**src/sv/mtq_pkg.sv**
```systemverilog
// Types, codes and constants for the timer queue unit.
package mtq_pkg;

  localparam int SLOTS_DEFAULT = 16;
  localparam int MAILBOXES = 64;

  localparam logic [15:0] FREE_MARK = 16'hFFFF;
  localparam logic [15:0] DUR_MAX = 16'hFFFE;

  localparam logic [1:0] CMD_TICK = 2'd0;
  localparam logic [1:0] CMD_START = 2'd1;
  localparam logic [1:0] CMD_STOP = 2'd2;

  localparam logic [2:0] KIND_STARTED = 3'd0;
  localparam logic [2:0] KIND_STOPPED = 3'd1;
  localparam logic [2:0] KIND_EXPIRED = 3'd2;
  localparam logic [2:0] KIND_DONE = 3'd3;
  localparam logic [2:0] KIND_ERROR = 3'd4;

  localparam logic [1:0] ERR_NONE = 2'd0;
  localparam logic [1:0] ERR_NO_FREE = 2'd1;
  localparam logic [1:0] ERR_BAD_STOP = 2'd2;

  typedef struct packed {
    logic [1:0]  command;
    logic [15:0] duration;
    logic [5:0]  mailbox;
    logic [15:0] ret_value;
    logic [7:0]  stop_slot;
    logic [63:0] ready_mask;
  } mtq_in_t;

  typedef struct packed {
    logic [2:0]  kind;
    logic [3:0]  slot;
    logic [5:0]  out_mailbox;
    logic [15:0] out_value;
    logic [1:0]  error_code;
    logic        last;
  } mtq_out_t;

  typedef enum logic [2:0] {
    ST_IDLE,
    ST_TICK_READ,
    ST_TICK_PROC,
    ST_TICK_DONE,
    ST_STOP_READ,
    ST_STOP_PROC
  } mtq_state_t;

  // Commands from the controller to the datapath.
  typedef struct packed {
    logic latch;
    logic do_start;
    logic do_error;
    logic walk_init;
    logic tick_step;
    logic stop_step;
    logic emit_done;
  } mtq_ctl_t;

  // Status from the datapath to the controller.
  typedef struct packed {
    logic list_nonempty;
    logic slot_free;
    logic stop_ok;
    logic at_tail;
    logic stop_hit;
  } mtq_sts_t;

endpackage

```
**src/sv/multi_timer_queue_unit.sv**
```systemverilog
// Top level of the timer queue unit: controller plus datapath.
//
//   channel   ports                          accepted when
//   command   start, busy, item              start high and busy low
//   result    result_valid, result           every cycle result_valid is high
//
// A start, a tick of an empty list, or a command that ends in an error, leaves the unit idle
// and answers in the next cycle.
// A stop walks the list from the head, in a read and a process state per slot, up to the one
// stopped. A tick walks every linked slot in a read and a process state, as the slot stores
// have a single read port, then ends in a done state; expired results stream out on the way.
// Reset empties the list and frees every slot; the receiver cannot stall.
module multi_timer_queue_unit #(
  parameter int SLOTS = mtq_pkg::SLOTS_DEFAULT
) (
  input  logic              clk,
  input  logic              rst,
  input  logic              start,
  output logic              busy,
  input  mtq_pkg::mtq_in_t  item,
  output logic              result_valid,
  output mtq_pkg::mtq_out_t result
);
  import mtq_pkg::*;

  mtq_ctl_t ctl;
  mtq_sts_t sts;

  mtq_ctrl u_ctrl (
    .clk     (clk),
    .rst     (rst),
    .start   (start),
    .command (item.command),
    .sts     (sts),
    .ctl     (ctl),
    .busy    (busy)
  );

  mtq_datapath #(
    .SLOTS (SLOTS)
  ) u_datapath (
    .clk          (clk),
    .rst          (rst),
    .item         (item),
    .ctl          (ctl),
    .sts          (sts),
    .result       (result),
    .result_valid (result_valid)
  );

endmodule

```
**src/sv/mtq_ctrl.sv**
```systemverilog
// Controller state machine of the timer queue unit.
module mtq_ctrl (
  input  logic              clk,
  input  logic              rst,
  input  logic              start,
  input  logic [1:0]        command,
  input  mtq_pkg::mtq_sts_t sts,
  output mtq_pkg::mtq_ctl_t ctl,
  output logic              busy
);
  import mtq_pkg::*;

  mtq_state_t state;
  mtq_state_t state_next;

  always_ff @(posedge clk) begin
    if (rst) begin
      state <= ST_IDLE;
    end else begin
      state <= state_next;
    end
  end

  always_comb begin
    ctl = '0;
    state_next = state;
    unique case (state)
      ST_IDLE: begin
        if (start) begin
          ctl.latch = 1'b1;
          unique case (command)
            CMD_TICK: begin
              if (sts.list_nonempty) begin
                ctl.walk_init = 1'b1;
                state_next = ST_TICK_READ;
              end else begin
                ctl.emit_done = 1'b1;
              end
            end
            CMD_START: begin
              if (sts.slot_free) begin
                ctl.do_start = 1'b1;
              end else begin
                ctl.do_error = 1'b1;
              end
            end
            CMD_STOP: begin
              if (sts.stop_ok) begin
                ctl.walk_init = 1'b1;
                state_next = ST_STOP_READ;
              end else begin
                ctl.do_error = 1'b1;
              end
            end
            default: ;
          endcase
        end
      end
      ST_TICK_READ: state_next = ST_TICK_PROC;
      ST_TICK_PROC: begin
        ctl.tick_step = 1'b1;
        state_next = sts.at_tail ? ST_TICK_DONE : ST_TICK_READ;
      end
      ST_TICK_DONE: begin
        ctl.emit_done = 1'b1;
        state_next = ST_IDLE;
      end
      ST_STOP_READ: state_next = ST_STOP_PROC;
      ST_STOP_PROC: begin
        ctl.stop_step = 1'b1;
        state_next = sts.stop_hit ? ST_IDLE : ST_STOP_READ;
      end
      default: state_next = ST_IDLE;
    endcase
  end

  assign busy = (state != ST_IDLE);

endmodule

```
**src/sv/mtq_datapath.sv**
```systemverilog
// Slot store, linked list pointers and result register of the timer queue unit.
module mtq_datapath #(
  parameter int SLOTS = mtq_pkg::SLOTS_DEFAULT
) (
  input  logic              clk,
  input  logic              rst,
  input  mtq_pkg::mtq_in_t  item,
  input  mtq_pkg::mtq_ctl_t ctl,
  output mtq_pkg::mtq_sts_t sts,
  output mtq_pkg::mtq_out_t result,
  output logic              result_valid
);
  import mtq_pkg::*;

  localparam int IW = $clog2(SLOTS);

  // Per-slot stores; only slots marked active are processed by a walk.
  logic [15:0]   rem_mem [SLOTS];
  logic [5:0]    mbx_mem [SLOTS];
  logic [15:0]   val_mem [SLOTS];
  logic [IW-1:0] link_mem [SLOTS];

  logic [15:0]   rem_rd;
  logic [5:0]    mbx_rd;
  logic [15:0]   val_rd;
  logic [IW-1:0] link_rd;

  logic [SLOTS-1:0] active;
  logic [IW-1:0]    head;
  logic [IW-1:0]    tail;
  logic             list_nonempty;
  logic [IW-1:0]    walk_ptr;
  logic [IW-1:0]    prev_ptr;
  logic             prev_valid;
  logic [63:0]      mask_q;
  logic [IW-1:0]    stop_idx;

  logic [IW-1:0] free_idx;
  logic          slot_free;
  logic [IW-1:0] req_idx;
  logic          req_in_range;
  logic [15:0]   rem_dec;
  logic          mbx_ready;
  logic          expire;
  logic          unlink;
  logic          at_tail;
  logic          stop_hit;

  logic          rem_we;
  logic [IW-1:0] rem_wa;
  logic [15:0]   rem_wd;
  logic          link_we;
  logic [IW-1:0] link_wa;
  logic [IW-1:0] link_wd;

  mtq_out_t      result_next;

  always_comb begin
    free_idx = '0;
    slot_free = 1'b0;
    for (int i = SLOTS - 1; i >= 0; i--) begin
      if (!active[i]) begin
        free_idx = IW'(i);
        slot_free = 1'b1;
      end
    end
  end

  assign req_idx = item.stop_slot[IW-1:0];
  assign req_in_range = (9'(item.stop_slot) < 9'(SLOTS));

  assign rem_dec = (rem_rd == 16'd0) ? 16'd0 : rem_rd - 16'd1;
  assign mbx_ready = (7'(mbx_rd) < 7'(MAILBOXES)) && mask_q[mbx_rd];
  assign expire = (rem_dec == 16'd0) && mbx_ready;
  assign at_tail = (walk_ptr == tail);
  assign stop_hit = (walk_ptr == stop_idx);
  assign unlink = (ctl.tick_step && expire) || (ctl.stop_step && stop_hit);

  assign sts.list_nonempty = list_nonempty;
  assign sts.slot_free = slot_free;
  assign sts.stop_ok = req_in_range && active[req_idx];
  assign sts.at_tail = at_tail;
  assign sts.stop_hit = stop_hit;

  always_comb begin
    rem_we = 1'b0;
    rem_wa = walk_ptr;
    rem_wd = rem_dec;
    if (ctl.do_start) begin
      rem_we = 1'b1;
      rem_wa = free_idx;
      rem_wd = (item.duration == FREE_MARK) ? DUR_MAX : item.duration;
    end else if (ctl.tick_step && !expire) begin
      rem_we = 1'b1;
    end
  end

  always_comb begin
    link_we = 1'b0;
    link_wa = prev_ptr;
    link_wd = link_rd;
    if (ctl.do_start) begin
      link_we = list_nonempty;
      link_wa = tail;
      link_wd = free_idx;
    end else if (unlink) begin
      link_we = prev_valid;
    end
  end

  // Every store is read at the walk pointer; data is ready in the next cycle.
  always_ff @(posedge clk) begin
    if (rem_we) begin
      rem_mem[rem_wa] <= rem_wd;
    end
    rem_rd <= rem_mem[walk_ptr];
  end

  always_ff @(posedge clk) begin
    if (ctl.do_start) begin
      mbx_mem[free_idx] <= item.mailbox;
      val_mem[free_idx] <= item.ret_value;
    end
    mbx_rd <= mbx_mem[walk_ptr];
    val_rd <= val_mem[walk_ptr];
  end

  always_ff @(posedge clk) begin
    if (link_we) begin
      link_mem[link_wa] <= link_wd;
    end
    link_rd <= link_mem[walk_ptr];
  end

  always_ff @(posedge clk) begin
    if (ctl.latch) begin
      mask_q <= item.ready_mask;
      stop_idx <= req_idx;
    end
  end

  always_ff @(posedge clk) begin
    if (rst) begin
      active <= '0;
      head <= '0;
      tail <= '0;
      list_nonempty <= 1'b0;
      walk_ptr <= '0;
      prev_ptr <= '0;
      prev_valid <= 1'b0;
    end else begin
      if (ctl.do_start) begin
        active[free_idx] <= 1'b1;
        if (!list_nonempty) begin
          head <= free_idx;
        end
        tail <= free_idx;
        list_nonempty <= 1'b1;
      end
      if (ctl.walk_init) begin
        walk_ptr <= head;
        prev_valid <= 1'b0;
      end
      if (ctl.tick_step || ctl.stop_step) begin
        walk_ptr <= link_rd;
        if (unlink) begin
          active[walk_ptr] <= 1'b0;
          if (!prev_valid) begin
            head <= link_rd;
          end
          if (at_tail) begin
            if (prev_valid) begin
              tail <= prev_ptr;
            end else begin
              list_nonempty <= 1'b0;
            end
          end
        end else begin
          prev_ptr <= walk_ptr;
          prev_valid <= 1'b1;
        end
      end
    end
  end

  always_ff @(posedge clk) begin
    if (rst) begin
      result_valid <= 1'b0;
    end else begin
      result_valid <= ctl.do_start || ctl.do_error || ctl.emit_done || unlink;
    end
  end

  always_comb begin
    result_next = '0;
    if (ctl.do_start) begin
      result_next.kind = KIND_STARTED;
      result_next.slot = 4'(free_idx);
      result_next.last = 1'b1;
    end else if (ctl.do_error) begin
      result_next.kind = KIND_ERROR;
      result_next.error_code = (item.command == CMD_START) ? ERR_NO_FREE : ERR_BAD_STOP;
      result_next.last = 1'b1;
    end else if (ctl.emit_done) begin
      result_next.kind = KIND_DONE;
      result_next.last = 1'b1;
    end else if (ctl.stop_step) begin
      result_next.kind = KIND_STOPPED;
      result_next.slot = 4'(stop_idx);
      result_next.last = 1'b1;
    end else if (ctl.tick_step) begin
      result_next.kind = KIND_EXPIRED;
      result_next.slot = 4'(walk_ptr);
      result_next.out_mailbox = mbx_rd;
      result_next.out_value = val_rd;
    end
  end

  always_ff @(posedge clk) begin
    result <= result_next;
  end

endmodule

```
**config.mk**
```make
export PLATFORM = sky130hd
export DESIGN_NAME = multi_timer_queue_unit
export DESIGN_NICKNAME = d
export VERILOG_FILES = /design/src/sv/mtq_pkg.sv /design/src/sv/multi_timer_queue_unit.sv /design/src/sv/mtq_ctrl.sv /design/src/sv/mtq_datapath.sv
export SDC_FILE = /design/constraint.sdc
export NUM_CORES = 1
export LEC_CHECK = 0
export BUFFER_PORTS_ARGS = -buffer_cell sky130_fd_sc_hd__buf_2
export CORE_ASPECT_RATIO = 0.9
export CORE_MARGIN = 5
export CORE_UTILIZATION = 63
export DETAILED_ROUTE_END_ITERATION = 7
export PLACE_DENSITY = 0.81
export SETUP_SLACK_MARGIN = 0.02
export SLEW_MARGIN = 20
export SYNTH_ARGS = -nofsm -noshare
export SYNTH_HDL_FRONTEND = slang
export SYNTH_SLANG_ARGS = --single-unit
```
**constraint.sdc**
```tcl
create_clock -name clk -period 15.5 [get_ports clk]
set_input_delay 0.775 -clock clk [delete_from_list [all_inputs] [get_ports clk]]
set_output_delay 0.775 -clock clk [all_outputs]
set_load 0.01 [all_outputs]
```
== After elaboration in Yosys (flattened, before gate mapping) ==
Memory sizes are Yosys's and may differ from the RTL's. A register that Yosys moved wholly into a read port is not among the register bits.
Cells that the tools add are included.
Cells by class
  add/subtract/negate cells: 1
  $lt $le $gt $ge: 7
  eq/ne operators: 14
  multiplexer cells: 113
  bitwise gates (word level): 6
  reduce and logical (&&, ||, !) cells: 25
Operator list (number)
  two-way mux 4 bit: 34
  two-way mux 16 bit: 7
  two-way mux 26 bit: 2
  two-way mux 1 bit: 50
  zero test 16 bit: 2
  two-way mux 28 bit: 1
  two-way mux 22 bit: 1
  two-way mux 3 bit: 6
  bitwise AND 16 bit: 1
  == test 16 bit, second input constant: 1
  NOT 16 bit: 1
  bitwise OR 16 bit: 1
  subtractor 16 x 1 -> 16 bit, second input constant: 1
  < comparator 4 x 5 -> 1 bit, second input constant: 3
  case mux 3 bit (5 select lines): 1
  demux 1 bit (select 4 bit): 2
  == test 4 bit: 2
  >= comparator 4 x 1 -> 1 bit, second input constant: 2
  < comparator 8 x 5 -> 1 bit, second input constant: 1
  logical AND 1 bit: 7
  < comparator 6 x 7 -> 1 bit, second input constant: 1
  two-way mux 7 bit: 1
  binary-select mux 1 bit (select 6 bit): 1
  == test 3 x 2 -> 1 bit, second input constant: 2
  other kinds (23): 35
Storage, ports and cells
  register bits: 138
  bits in writable memories: 672
  bits of input ports: 115
  output and inout bits: 34
  logic and storage cells: 188
  memories: 4
Memory list
  u_datapath.rem_mem: words 16, width 16, read ports 1, clocked after memory_dff 1, wr ports 1, RTL line mtq_datapath.sv:18  | logic [15:0] rem_mem [SLOTS];
  u_datapath.val_mem: words 16, width 16, read ports 1, clocked after memory_dff 1, wr ports 1, RTL line mtq_datapath.sv:20  | logic [15:0] val_mem [SLOTS];
  u_datapath.mbx_mem: words 16, width 6, read ports 1, clocked after memory_dff 1, wr ports 1, RTL line mtq_datapath.sv:19  | logic [5:0] mbx_mem [SLOTS];
  u_datapath.link_mem: words 16, width 4, read ports 1, clocked after memory_dff 1, wr ports 1, RTL line mtq_datapath.sv:21  | logic [IW-1:0] link_mem [SLOTS];

== Logic depth before layout (Yosys ltp) ==
Gate-level depths: netlist of the first run.
  depth in word-level cells: 26
  depth in mapped cells: 13
  depth with buffers taken out: 10

== Modules after synthesis ==
From an unflattened synthesis of the first run, not the netlist that was laid out.
Second synthesis, totals
  cell total of the unflattened synthesis: 1653
  area total of the unflattened synthesis: 32997.9 um2
Modules (own cells, without submodules)
  mtq_datapath: instances 1, cells an instance 1618, area each 32712.6 um2, seq. area each 24403.4 um2
  mtq_ctrl: instances 1, cells an instance 35, area each 285.3 um2, seq. area each 60.1 um2

== Worst setup path before layout of the first run ==
OpenSTA, ideal clock, no wires.
  kind: input-to-reg
  start: input port start
  end: memory u_datapath.mbx_mem[9][0] (enable)
  setup time: 0.437 ns
  arrival time: 8.338 ns
  required time: 15.063 ns
  path slack: 6.725 ns
  cell stages on the path: 6
  buffers on the path: 1
  path through: nor4b_2 nand2_1 a21o_1 clkbuf_1 or3_1 a211oi_1
On the way
  longest elaborated chain between the ends: 4
Ends and longest elaborated chain
  start: declaration: RTL line multi_timer_queue_unit.sv:18  | input logic start,
  two-way mux 4 bit: RTL line mtq_ctrl.sv:29  | if (start) begin
  two-way mux 4 bit: RTL line mtq_ctrl.sv:27  | unique case (state)
  two-way mux 1 bit: RTL line mtq_datapath.sv:120  | if (ctl.do_start) begin
  two-way mux 1 bit (not written as such): RTL line mtq_datapath.sv:121  | mbx_mem[free_idx] <= item.mailbox;
  end: declaration: RTL line mtq_datapath.sv:19
No other way between the ends.

== Final worst setup path of the first run ==
  start: register u_ctrl.state[2]
  end: memory u_datapath.rem_mem[6][8] (enable)
On the way
  longest elaborated chain between the ends: 7
  elaborated cells between the ends (all ways): 10
  classes of those cells: eq/ne: 1; mux: 7; reduce/logical: 2
Ends and longest elaborated chain
  start: declaration: RTL line mtq_ctrl.sv:13  | mtq_state_t state;
  start signal: assignment: RTL line mtq_ctrl.sv:20  | state <= state_next;
  == test 3 x 2 -> 1 bit: RTL line mtq_ctrl.sv:27
  two-way mux 1 bit: RTL line mtq_ctrl.sv:27
  logical AND 1 bit: RTL line mtq_datapath.sv:93  | end else if (ctl.tick_step && !expire) begin
  two-way mux 1 bit: RTL line mtq_datapath.sv:93
  two-way mux 1 bit: RTL line mtq_datapath.sv:89  | if (ctl.do_start) begin
  two-way mux 1 bit: RTL line mtq_datapath.sv:113  | if (rem_we) begin
  two-way mux 1 bit (not written as such): RTL line mtq_datapath.sv:114  | rem_mem[rem_wa] <= rem_wd;
  end: declaration: RTL line mtq_datapath.sv:18
Parallel ways exist; a longest one is shown, timed or not.

==> results of run 1 <==
-- report_power, final --
part	leakage (nW)	switching (mW)	internal [mW]
clock	1.31	0.837	1.14
combinational	3.15	0.364	0.255
sequential	7.63	0.0907	2.67
-- final cells by class --
type / instances / area [um2] / share of cell area [%]
timing repair buffer: 207 / 1190 / 3.18
clock buffer: 112 / 2280 / 6.11
sequential: 852 / 24500 / 65.5
multi-input combinational: 699 / 8110 / 21.7
inverter: 18 / 67.6 / 0.181
tap: 688 / 861 / 2.30
clock inverter: 38 / 389 / 1.04
antenna: 1 / 2.50 / 0.00670
-- flip-flops by register name (all words and copies together), names as in the netlist, 3 cells and up --
signal               flops
u_datapath.rem_mem     256
u_datapath.val_mem     256
u_datapath.mbx_mem      96
u_datapath.link_mem     64
u_datapath.mask_q       64
u_datapath.result       32
u_datapath.active       16
u_datapath.rem_rd       16
u_datapath.val_rd       16
u_datapath.mbx_rd        6
u_datapath.head          4
u_datapath.link_rd       4
u_datapath.prev_ptr      4
u_datapath.stop_idx      4
u_datapath.tail          4
u_datapath.walk_ptr      4
u_ctrl.state             3
-- metal layers --
| layer | vias to the layer above | GRT usage [%] |
|---|---|---|
| li1 | 7191 | - |
| met1 | 9029 | 39.2 |
| met2 | 1252 | 41.3 |
| met3 | 179 | 8.74 |
| met4 | 2 | 7.78 |
| met5 | - | 0 |
-- worst register-to-register path, stage by stage, from the launching register on --
cell	delay [ps]
dfxtp_1	410
nor4b_4	310
buf_4	700
nand2_1	470
a21oi_2	210
buf_4	310
and2_1	280
inv_1	120
o21a_1	240
or3_1	480
nor2_1	170
buf_4	300
-- placed cells by master, fill, tap and decap left out, drive strengths merged, types with 7 or more instances in the layout --
cell,instances
clkbuf,112
nand2b,11
buf,207
xor2,10
a31oi,20
o21ai,31
nor3b,9
a21o,7
nor2b,12
a21oi,23
dfxtp,112
mux2i,28
nor2,75
and2,27
nand4,11
nand3,11
inv,24
clkinv,23
edfxtp,740
nand2,55
mux4,223
nor3,41
xnor2,7
a211oi,11
nor4,8
-- logic make-up (layout without fill, tap and decap cells) --
group	Yosys count	count (layout)	share of synthesized area, %
buf+inv	106	375	1.31
mux	254	254	16.3
compound gates	137	137	2.90
xor+xnor	17	17	0.453
other cells	0	1	0
flops	852	852	74.5
fa+ha+maj	4	4	0.152
simple gates	287	287	4.48
-- synthesized netlist by cell type (all sizes together), types with 12 or more instances --
library cell | instances | area share [%]
mux4 | 223 | 15
a21oi | 23 | 0.35
o21ai | 31 | 0.47
nor3 | 41 | 0.64
nand2 | 55 | 0.63
nor2b | 12 | 0.23
and2 | 27 | 0.51
clkbuf | 65 | 0.75
edfxtp | 740 | 68
buf | 23 | 0.36
mux2i | 28 | 0.85
dfxtp | 112 | 6.8
nor2 | 75 | 0.86
a31oi | 20 | 0.38
inv | 18 | 0.21
-- path summary, 6_finish.rpt --
path,from,end,slack (ps),cells past startpoint
min,item[37],u_datapath.mask_q[37],330,1
max reg2reg,u_ctrl.state[2],u_datapath.rem_mem[6][8],11170,11
max,u_ctrl.state[2],u_datapath.rem_mem[6][8],11170,11
min reg2reg,u_datapath.val_rd[15],u_datapath.result[18],440,1
-- through the flow --
step	hold slack (ps)	cell area, um2	worst slack, ps	cells	total power [mW]
4_1_cts	293	37400	11200	2614	5.37
5_1_grt	296	37400	10920	2615	5.53
3_5_place_dp	419	34700	10880	2464	3.40
2_1_floorplan	406	32900	6720	1657	3.17
6_report	326	37400	11170	2615	5.36
3_3_place_gp	410	34700	11070	2464	3.38
==> results_tabular.tex, run 1 <==
\begin{tabular}{lr}
\hline
Metric & Value \\
\hline
\multicolumn{2}{l}{\textbf{Run status}} \\
Run status & finished clean \\
\multicolumn{2}{l}{\textbf{Synthesis}} \\
Synthesis warning total & 0 \\
Synthesized instance count & 1657 \\
Number of storage elements in the synthesis netlist & around 850 \\
Post-Synthesis Cell Area & 32900 um2 \\
Average cell area after synthesis & 19.8 um2 \\
Post-synth EDFFs & 740 \\
Top FF cell, synth & edfxtp\_1 \\
Part of the Yosys area used for sequential elements & between 70\% and 80\% \\
Count of different cell masters after synthesis & 74 \\
Share of async-settable or async-resettable flops after synthesis & 0\% \\
Mapped Nets & 1776 \\
\multicolumn{2}{l}{\textbf{Worst setup path}} \\
Setup Crit Path Kind & reg2reg \\
Buf+Inv Stages, Crit Path & 4 \\
Startpoint type of the worst setup path & register \\
Critical path fanouts, max & 72 \\
Crit path cell chain & nor4b\_4 -> buf\_4 -> nand2\_1 -> a21oi\_2 -> buf\_4 -> and2\_1 -> inv\_1 -> o21a\_1 -> or3\_1 -> nor2\_1 -> buf\_4 \\
WP data required & 15810 ps \\
Most prevalent standard cell on the critical path & buf\_4 \\
Sort of element at the end of the critical path & register \\
Data arrival time of the critical path & between 4000 and 5000 ps \\
Cell with the largest stage delay on the worst path & buf\_4 \\
Highest cell delay on the worst timing path & $\sim$700 ps \\
Crit path max-delay family & simple AND/OR/NAND/NOR gates \\
\multicolumn{2}{l}{\textbf{Flow run}} \\
Maximum Capacitance Violations & 0 \\
\multicolumn{2}{l}{\textbf{Clocking}} \\
Count of cells resized by post-cts repair & 0 \\
Setup repair bufs after CTS & 0 \\
Num Clock Sinks & 852 \\
H-tree lvl count & 3 \\
Clock tree from TritonCTS & done \\
Later-pin clock latency in the skew report & 630 ps \\
Number of buffers added by the clock tree synthesis step & 80 \\
Longest Clk Path Bufs & 3 \\
Clock tree root buffer cell & clkbuf\_16 \\
Hold buffers post-CTS & 0 \\
Clock edge transition at the registers on the reported setup and hold paths & approximately 60 ps \\
\multicolumn{2}{l}{\textbf{Detailed routing}} \\
Total DRC errors in the routed layout & 0 \\
1st-pass router iterations & 6 \\
DRT iter0 DRCs & 2536 \\
Met2 Wirelength & 36.0 mm \\
Top routing layer in use & met5 \\
Met3 wirelength from detailed routing & roughly 9.4 mm \\
Total vias in the final route & 17700 \\
Drt via density & 6.75 \\
Antenna Nets Post-Route & 0 \\
DRT met1 WL & around 30 mm \\
Routed wire per std cell & 29.4 um \\
Routed Wire Length & 76.8 mm \\
\multicolumn{2}{l}{\textbf{Cells and area}} \\
Share of post-route cells with drive strength above 1 & 31.4\% \\
Net count reported at finish & 1977 \\
Layout Utilization & between 70\% and 80\% \\
Area Overhead vs Synth & 13.8\% \\
Number of fill cells in the layout & 2773 \\
\multicolumn{2}{l}{\textbf{STA}} \\
Total of endpoints with negative setup slack in the final report & 0 \\
Max-slew violation count & 0 \\
Number of hold violations in the final report & 0 \\
RSZ-0062 raised after global routing & no \\
Max Fclk & 0.231 GHz \\
Max-slew headroom & 27.9\% \\
Fin crit share & 27.9\% \\
Measured slew at the worst slew-check pin & between 1000 and 1500 ps \\
Time the worst path needs with I/O delays and setup & approximately 4300 ps \\
Setup TNS & 0 ps \\
Post-Route Skew & 21.1 ps \\
\multicolumn{2}{l}{\textbf{GRT}} \\
Initial antenna violation count & 2 \\
Vias in the first global route & 17900 \\
Largest net degree at the start of global routing & between 70 and 80 \\
Total GRT Usage & between 20\% and 30\% \\
First-pass GRT wire length & 114 mm \\
Global-route congestion overflow total & 0 \\
\multicolumn{2}{l}{\textbf{Floorplan}} \\
Area of the core & 51700 um2 \\
Die Footprint & about 57000 um2 \\
Overall die height & 227 um \\
IO Count & 149 \\
Width of the chip & 251 um \\
Number of rows in the core area & between 70 and 80 \\
Effective utilization at floorplan & 63.6\% \\
\multicolumn{2}{l}{\textbf{Power and ir drop}} \\
Leakage power figure & 12.1 nW \\
Worst ir drop on vdd & $\sim$88 uV \\
Power Dens Cells & around 140 nW/um2 \\
\multicolumn{2}{l}{\textbf{Place}} \\
Number of port buffers & between 100 and 150 \\
Global placement routability congestion & 0.882 \\
Placed wire-length estimate after detailed placement & 44.8 mm \\
\multicolumn{2}{l}{\textbf{Hold path}} \\
Hold Crit Class & in2reg \\
\hline
\end{tabular}
Power figures use the tool's default switching activity.
==> inputs of run 2 (changes only) <==
--- a/config.mk
+++ b/config.mk
@@ -5,12 +5,13 @@
 export SDC_FILE = /design/constraint.sdc
 export NUM_CORES = 1
 export LEC_CHECK = 0
+export ABC_AREA = 1
 export BUFFER_PORTS_ARGS = -buffer_cell sky130_fd_sc_hd__buf_2
 export CORE_ASPECT_RATIO = 0.9
 export CORE_MARGIN = 5
-export CORE_UTILIZATION = 63
+export CORE_UTILIZATION = 55
 export DETAILED_ROUTE_END_ITERATION = 7
-export PLACE_DENSITY = 0.81
+export PLACE_DENSITY = 0.75
 export SETUP_SLACK_MARGIN = 0.02
 export SLEW_MARGIN = 20
 export SYNTH_ARGS = -nofsm -noshare
==> constraint.sdc (replaced) <==
create_clock -name clk -period 3.8 [get_ports clk]
set_input_delay 0.19 -clock clk [delete_from_list [all_inputs] [get_ports clk]]
set_output_delay 0.19 -clock clk [all_outputs]
set_load 0.01 [all_outputs]
==> run 2 against run 1 <==
Sequential power increased to 4.2 times the previous value. Flip-flop and latch count unchanged. Critical endpoint is now u_datapath.rem_mem[2][2]. Largest cell class unchanged. Synthesized area increased by 1.2%. Count of clock-buffer cells in the layout decreased by 5. Maximum frequency increased by 26%. Register-to-register slack got worse by 11000 ps. Routed wire length increased by 17%. Die area increased by 15%.
==> results_tabular.tex, run 2 <==
\begin{tabular}{lr}
\hline
Metric & Value \\
\hline
\multicolumn{2}{l}{\textbf{Synthesis}} \\
Part of the Yosys area used for sequential elements & 73.6\% (-0.90 points) \\
Post-synth EDFFs & 740 (unchanged) \\
Mux cell area share after synthesis & 0.0301\% (-16 points) \\
Post-Synthesis Cell Area & 33300 um2 (+1.2\%) \\
Share of async-settable or async-resettable flops after synthesis & 0\% (unchanged) \\
Synthesized instance count & 2596 (+57\%) \\
Number of storage elements in the synthesis netlist & 852 (unchanged) \\
Adder-cell share of the synthesized area & 0.150\% (-0.0018 points) \\
Post-synthesis simple-gate area fraction & 13.8\% (+9.3 points) \\
Top FF cell, synth & edfxtp\_1 \\
Dominant cell type by area after synthesis & edfxtp\_1 \\
Synthesis warning total & 0 (unchanged) \\
Share of the synthesized area in compound gates (AO/OA/AOI/OAI) & 8.45\% (+5.6 points) \\
Biggest area contributors in the synthesized netlist & edfxtp\_1, dfxtp\_1, nand3\_1, a22oi\_1, nand2\_1 \\
Count of different cell masters after synthesis & 43 (-42\%) \\
XOR/XNOR Fraction of Synth Area & 0.237\% (-0.22 points) \\
Dominant cell by count in the synthesized netlist & edfxtp\_1 \\
Mapped Nets & 2715 (+53\%) \\
Proportion of netlist area held by the largest area contributor & 66.8\% (-0.82 points) \\
Top post-synthesis cells by count & edfxtp\_1, nand3\_1, nand2\_1, a31oi\_1, a22oi\_1 \\
Average cell area after synthesis & 12.8 um2 (-35\%) \\
Combinational family with the most area after synthesis & simple AND/OR/NAND/NOR gates \\
\multicolumn{2}{l}{\textbf{STA}} \\
Time the worst path needs with I/O delays and setup & 3440 ps (-881 ps) \\
Post-Route Skew & 29.8 ps (+8.62 ps) \\
Setup TNS & 0 ps (unchanged) \\
Measured slew at the worst slew-check pin & 1120 ps (+45.9 ps) \\
Number of hold violations in the final report & 0 (unchanged) \\
Max Fclk & 0.290 GHz (+26\%) \\
Fin crit share & 90.6\% (+63 points) \\
Max-slew headroom & 24.9\% (-3.0 points) \\
RSZ-0062 raised after global routing & no \\
Total of endpoints with negative setup slack in the final report & 0 (unchanged) \\
Max-slew violation count & 0 (unchanged) \\
\multicolumn{2}{l}{\textbf{Clocking}} \\
Clock edge transition at the registers on the reported setup and hold paths & 60 ps (about the same) \\
Setup repair bufs after CTS & 0 (unchanged) \\
Num Clock Sinks & 852 (unchanged) \\
Number of buffers added by the clock tree synthesis step & 82 (+2.5\%) \\
Clock tree root buffer cell & clkbuf\_16 \\
Later-pin clock latency in the skew report & 660 ps (+30 ps) \\
Clock tree from TritonCTS & done \\
H-tree lvl count & 3 (unchanged) \\
Count of cells resized by post-cts repair & 0 (unchanged) \\
Longest Clk Path Bufs & 3 (unchanged) \\
\multicolumn{2}{l}{\textbf{Cells and area}} \\
Registers with the highest flip-flop counts & u\_datapath.rem\_mem: 256 flops, u\_datapath.val\_mem: 256 flops, u\_datapath.mbx\_mem: 96 flops \\
Net count reported at finish & 2946 (+49\%) \\
Area Overhead vs Synth & 16.4\% \\
Combined flip-flop and latch cell area & 24500 um2 (about the same) \\
Layout Utilization & 64.7\% (-7.7 points) \\
Number of fill cells in the layout & 4199 (+51\%) \\
Share of post-route cells with drive strength above 1 & 13.8\% (-18 points) \\
Total area of multi-input combinational cells & 7590 um2 (-6.4\%) \\
Final instance count without filler cells & 3683 (+41\%) \\
Most common cell after layout, fill and taps aside & edfxtp\_1 \\
Commonest cells after routing, fill and taps aside & edfxtp\_1, nand3\_1, nand2\_1 \\
Non-Filler Cell Area, Final & 38700 um2 (+3.6\%) \\
\multicolumn{2}{l}{\textbf{Floorplan}} \\
IO Count & 149 (unchanged) \\
Area of the core & 59900 um2 (+16\%) \\
Width of the chip & 269 um (+7.4\%) \\
Die Footprint & 65500 um2 (+15\%) \\
Overall die height & 243 um (+7.3\%) \\
Effective utilization at floorplan & 55.5\% (-8.0 points) \\
Number of rows in the core area & 85 (+7.6\%) \\
\multicolumn{2}{l}{\textbf{Place}} \\
Instance count after placement with tap cells included & 3433 (+39\%) \\
Placement Cell Area & 35000 um2 (+0.79\%) \\
Number of port buffers & 148 (unchanged) \\
Global placement routability congestion & 0.956 (+8.3\%) \\
Placed wire-length estimate after detailed placement & 50.6 mm (+13\%) \\
\multicolumn{2}{l}{\textbf{Detailed routing}} \\
Routed wire per std cell & 24.5 um (-17\%) \\
Total DRC errors in the routed layout & 0 (unchanged) \\
Routed Wire Length & 90.2 mm (+17\%) \\
1st-pass router iterations & 6 (unchanged) \\
DRT iter0 DRCs & 3402 (+34\%) \\
Total vias in the final route & 23100 (+31\%) \\
Drt via density & 6.27 (-7.1\%) \\
Antenna Nets Post-Route & 0 (unchanged) \\
\multicolumn{2}{l}{\textbf{GRT}} \\
Total GRT Usage & 26.9\% (-0.32 points) \\
Largest net degree at the start of global routing & 216 (+200\%) \\
GR peak layer & met2 \\
Initial antenna violation count & 8 (+6) \\
Met3 demand-to-capacity share in global routing & 5.51\% (-3.2 points) \\
Met2 track utilization from global routing & 42.5\% (+1.2 points) \\
First-pass GRT wire length & 136 mm (+19\%) \\
Global-route met1 utilization & 37.2\% (-2.0 points) \\
Vias in the first global route & 22500 (+26\%) \\
Global-route congestion overflow total & 0 (unchanged) \\
\multicolumn{2}{l}{\textbf{Hold path}} \\
Hold Crit Class & in2reg \\
Cell count of the worst hold path & 4 (+3) \\
HP Start & item[111] \\
\multicolumn{2}{l}{\textbf{Worst setup path}} \\
Highest cell delay on the worst timing path & 790 ps (+90 ps) \\
Startpoint type of the worst setup path & register \\
Most prevalent standard cell on the critical path & nand2\_1 \\
Worst r2r path cells & 10 (-1) \\
WP data required & 4080 ps (-11730 ps) \\
Launching point of the worst reg2reg path & u\_datapath.active[0] \\
Sort of element at the end of the critical path & register \\
Crit path cell chain & nand2\_1 -> inv\_1 -> nand2\_1 -> nor2\_1 -> nand2\_1 -> nand3\_1 -> inv\_1 -> o21ai\_0 -> nand3\_1 -> nor2\_2 \\
Critical Path Source & u\_datapath.active[0] \\
Setup Crit Path Kind & reg2reg \\
Data arrival time of the critical path & 3720 ps (-910 ps) \\
Critical path fanouts, max & 16 (-78\%) \\
Cell with the largest stage delay on the worst path & nor2\_2 \\
\multicolumn{2}{l}{\textbf{Power and ir drop}} \\
Design internal power & 17.3 mW (+320\%) \\
Part of the power in the clock network & 33.7\% (-3.2 points) \\
Logic gate share of total power & 19.4\% (+7.8 points) \\
Share of power burned in registers & 46.9\% (-4.6 points) \\
Switching portion of total power & 30.1\% (+6.0 points) \\
Net load switching power & 7.43 mW (+480\%) \\
Power Dens Cells & 638 nW/um2 (+350\%) \\
Worst ir drop on vdd & 355 uV (+300\%) \\
Leakage power figure & 13.4 nW (+11\%) \\
\multicolumn{2}{l}{\textbf{Run status}} \\
Run status & finished clean \\
\multicolumn{2}{l}{\textbf{Flow run}} \\
Maximum Capacitance Violations & 0 (unchanged) \\
\hline
\end{tabular}
==> run 2: cell families (layout without fill, tap and decap cells) <==
group           after synthesis  in the layout
simple gates                975            975
flops                       852            852
compound gates              430            430
buf+inv                     325            626
xor+xnor                      9              9
fa+ha+maj                     4              4
mux                           1              1
other cells                   0              3
==> run 2: area by class of cell <==
type | instances | share of cell area, %
Antenna cell | 3 | 0.0194
Clock buffer | 107 | 5.83
Clock inverter | 47 | 1.42
Inverter | 165 | 1.62
Multi-Input combinational cell | 1419 | 19.6
Sequential cell | 852 | 63.2
Tap cell | 783 | 2.53
Timing Repair Buffer | 307 | 5.76
==> run 2: critical path, delay by kind of cell (launching register included) <==
kind	cells	cell delay (ps)
AOI/OAI and AO/OA	1	620
buffers and inverters	2	240
DFF	1	470
and+or+nand+nor	7	1750
==> run 2: repair_timing <==
| item | CTS | global route |
|---|---|---|
| hold buffers | 93 | 0 |
| endpoints found under the hold margin | 431 | 0 |
| setup endpoints to repair | 0 | 0 |
==> run 2: power by group through the flow <==
| stage | clock network, mW | registers [mW] | logic [mW] |
|---|---|---|---|
| finish | 8.32 | 11.6 | 4.79 |
| detailed placement | 0 | 11.8 | 4.58 |
| CTS | 8.37 | 11.6 | 4.67 |
| floorplan | 0 | 11.7 | 2.72 |
| global placement | 0 | 11.8 | 4.48 |
| global route | 8.80 | 11.6 | 5.13 |
==> run 2: through the flow <==
stage / power, mW / hold WS, ps / worst slack, ps
finish: 24.7 / 53.7 / 356
global route: 25.6 / 86.2 / 103
CTS: 24.6 / 28.4 / 467
detailed placement: 16.3 / 368 / 471
global placement: 16.2 / 368 / 610
floorplan: 14.4 / 289 / 41.5
==> run 2: path summary, 6_finish.rpt <==
path	slack, ps	endpoint
max	360	u_datapath.rem_mem[2][2]
min	50	u_datapath.result[2]
max reg2reg	360	u_datapath.rem_mem[2][2]
min reg2reg	410	u_datapath.result[12]
==> run 2: per-layer routing <==
layer	up-vias	share of wire, %
met3	267	10
met2	1571	47
met5	-	0.071
met1	11100	38
li1	10100	-
met4	8	4.4
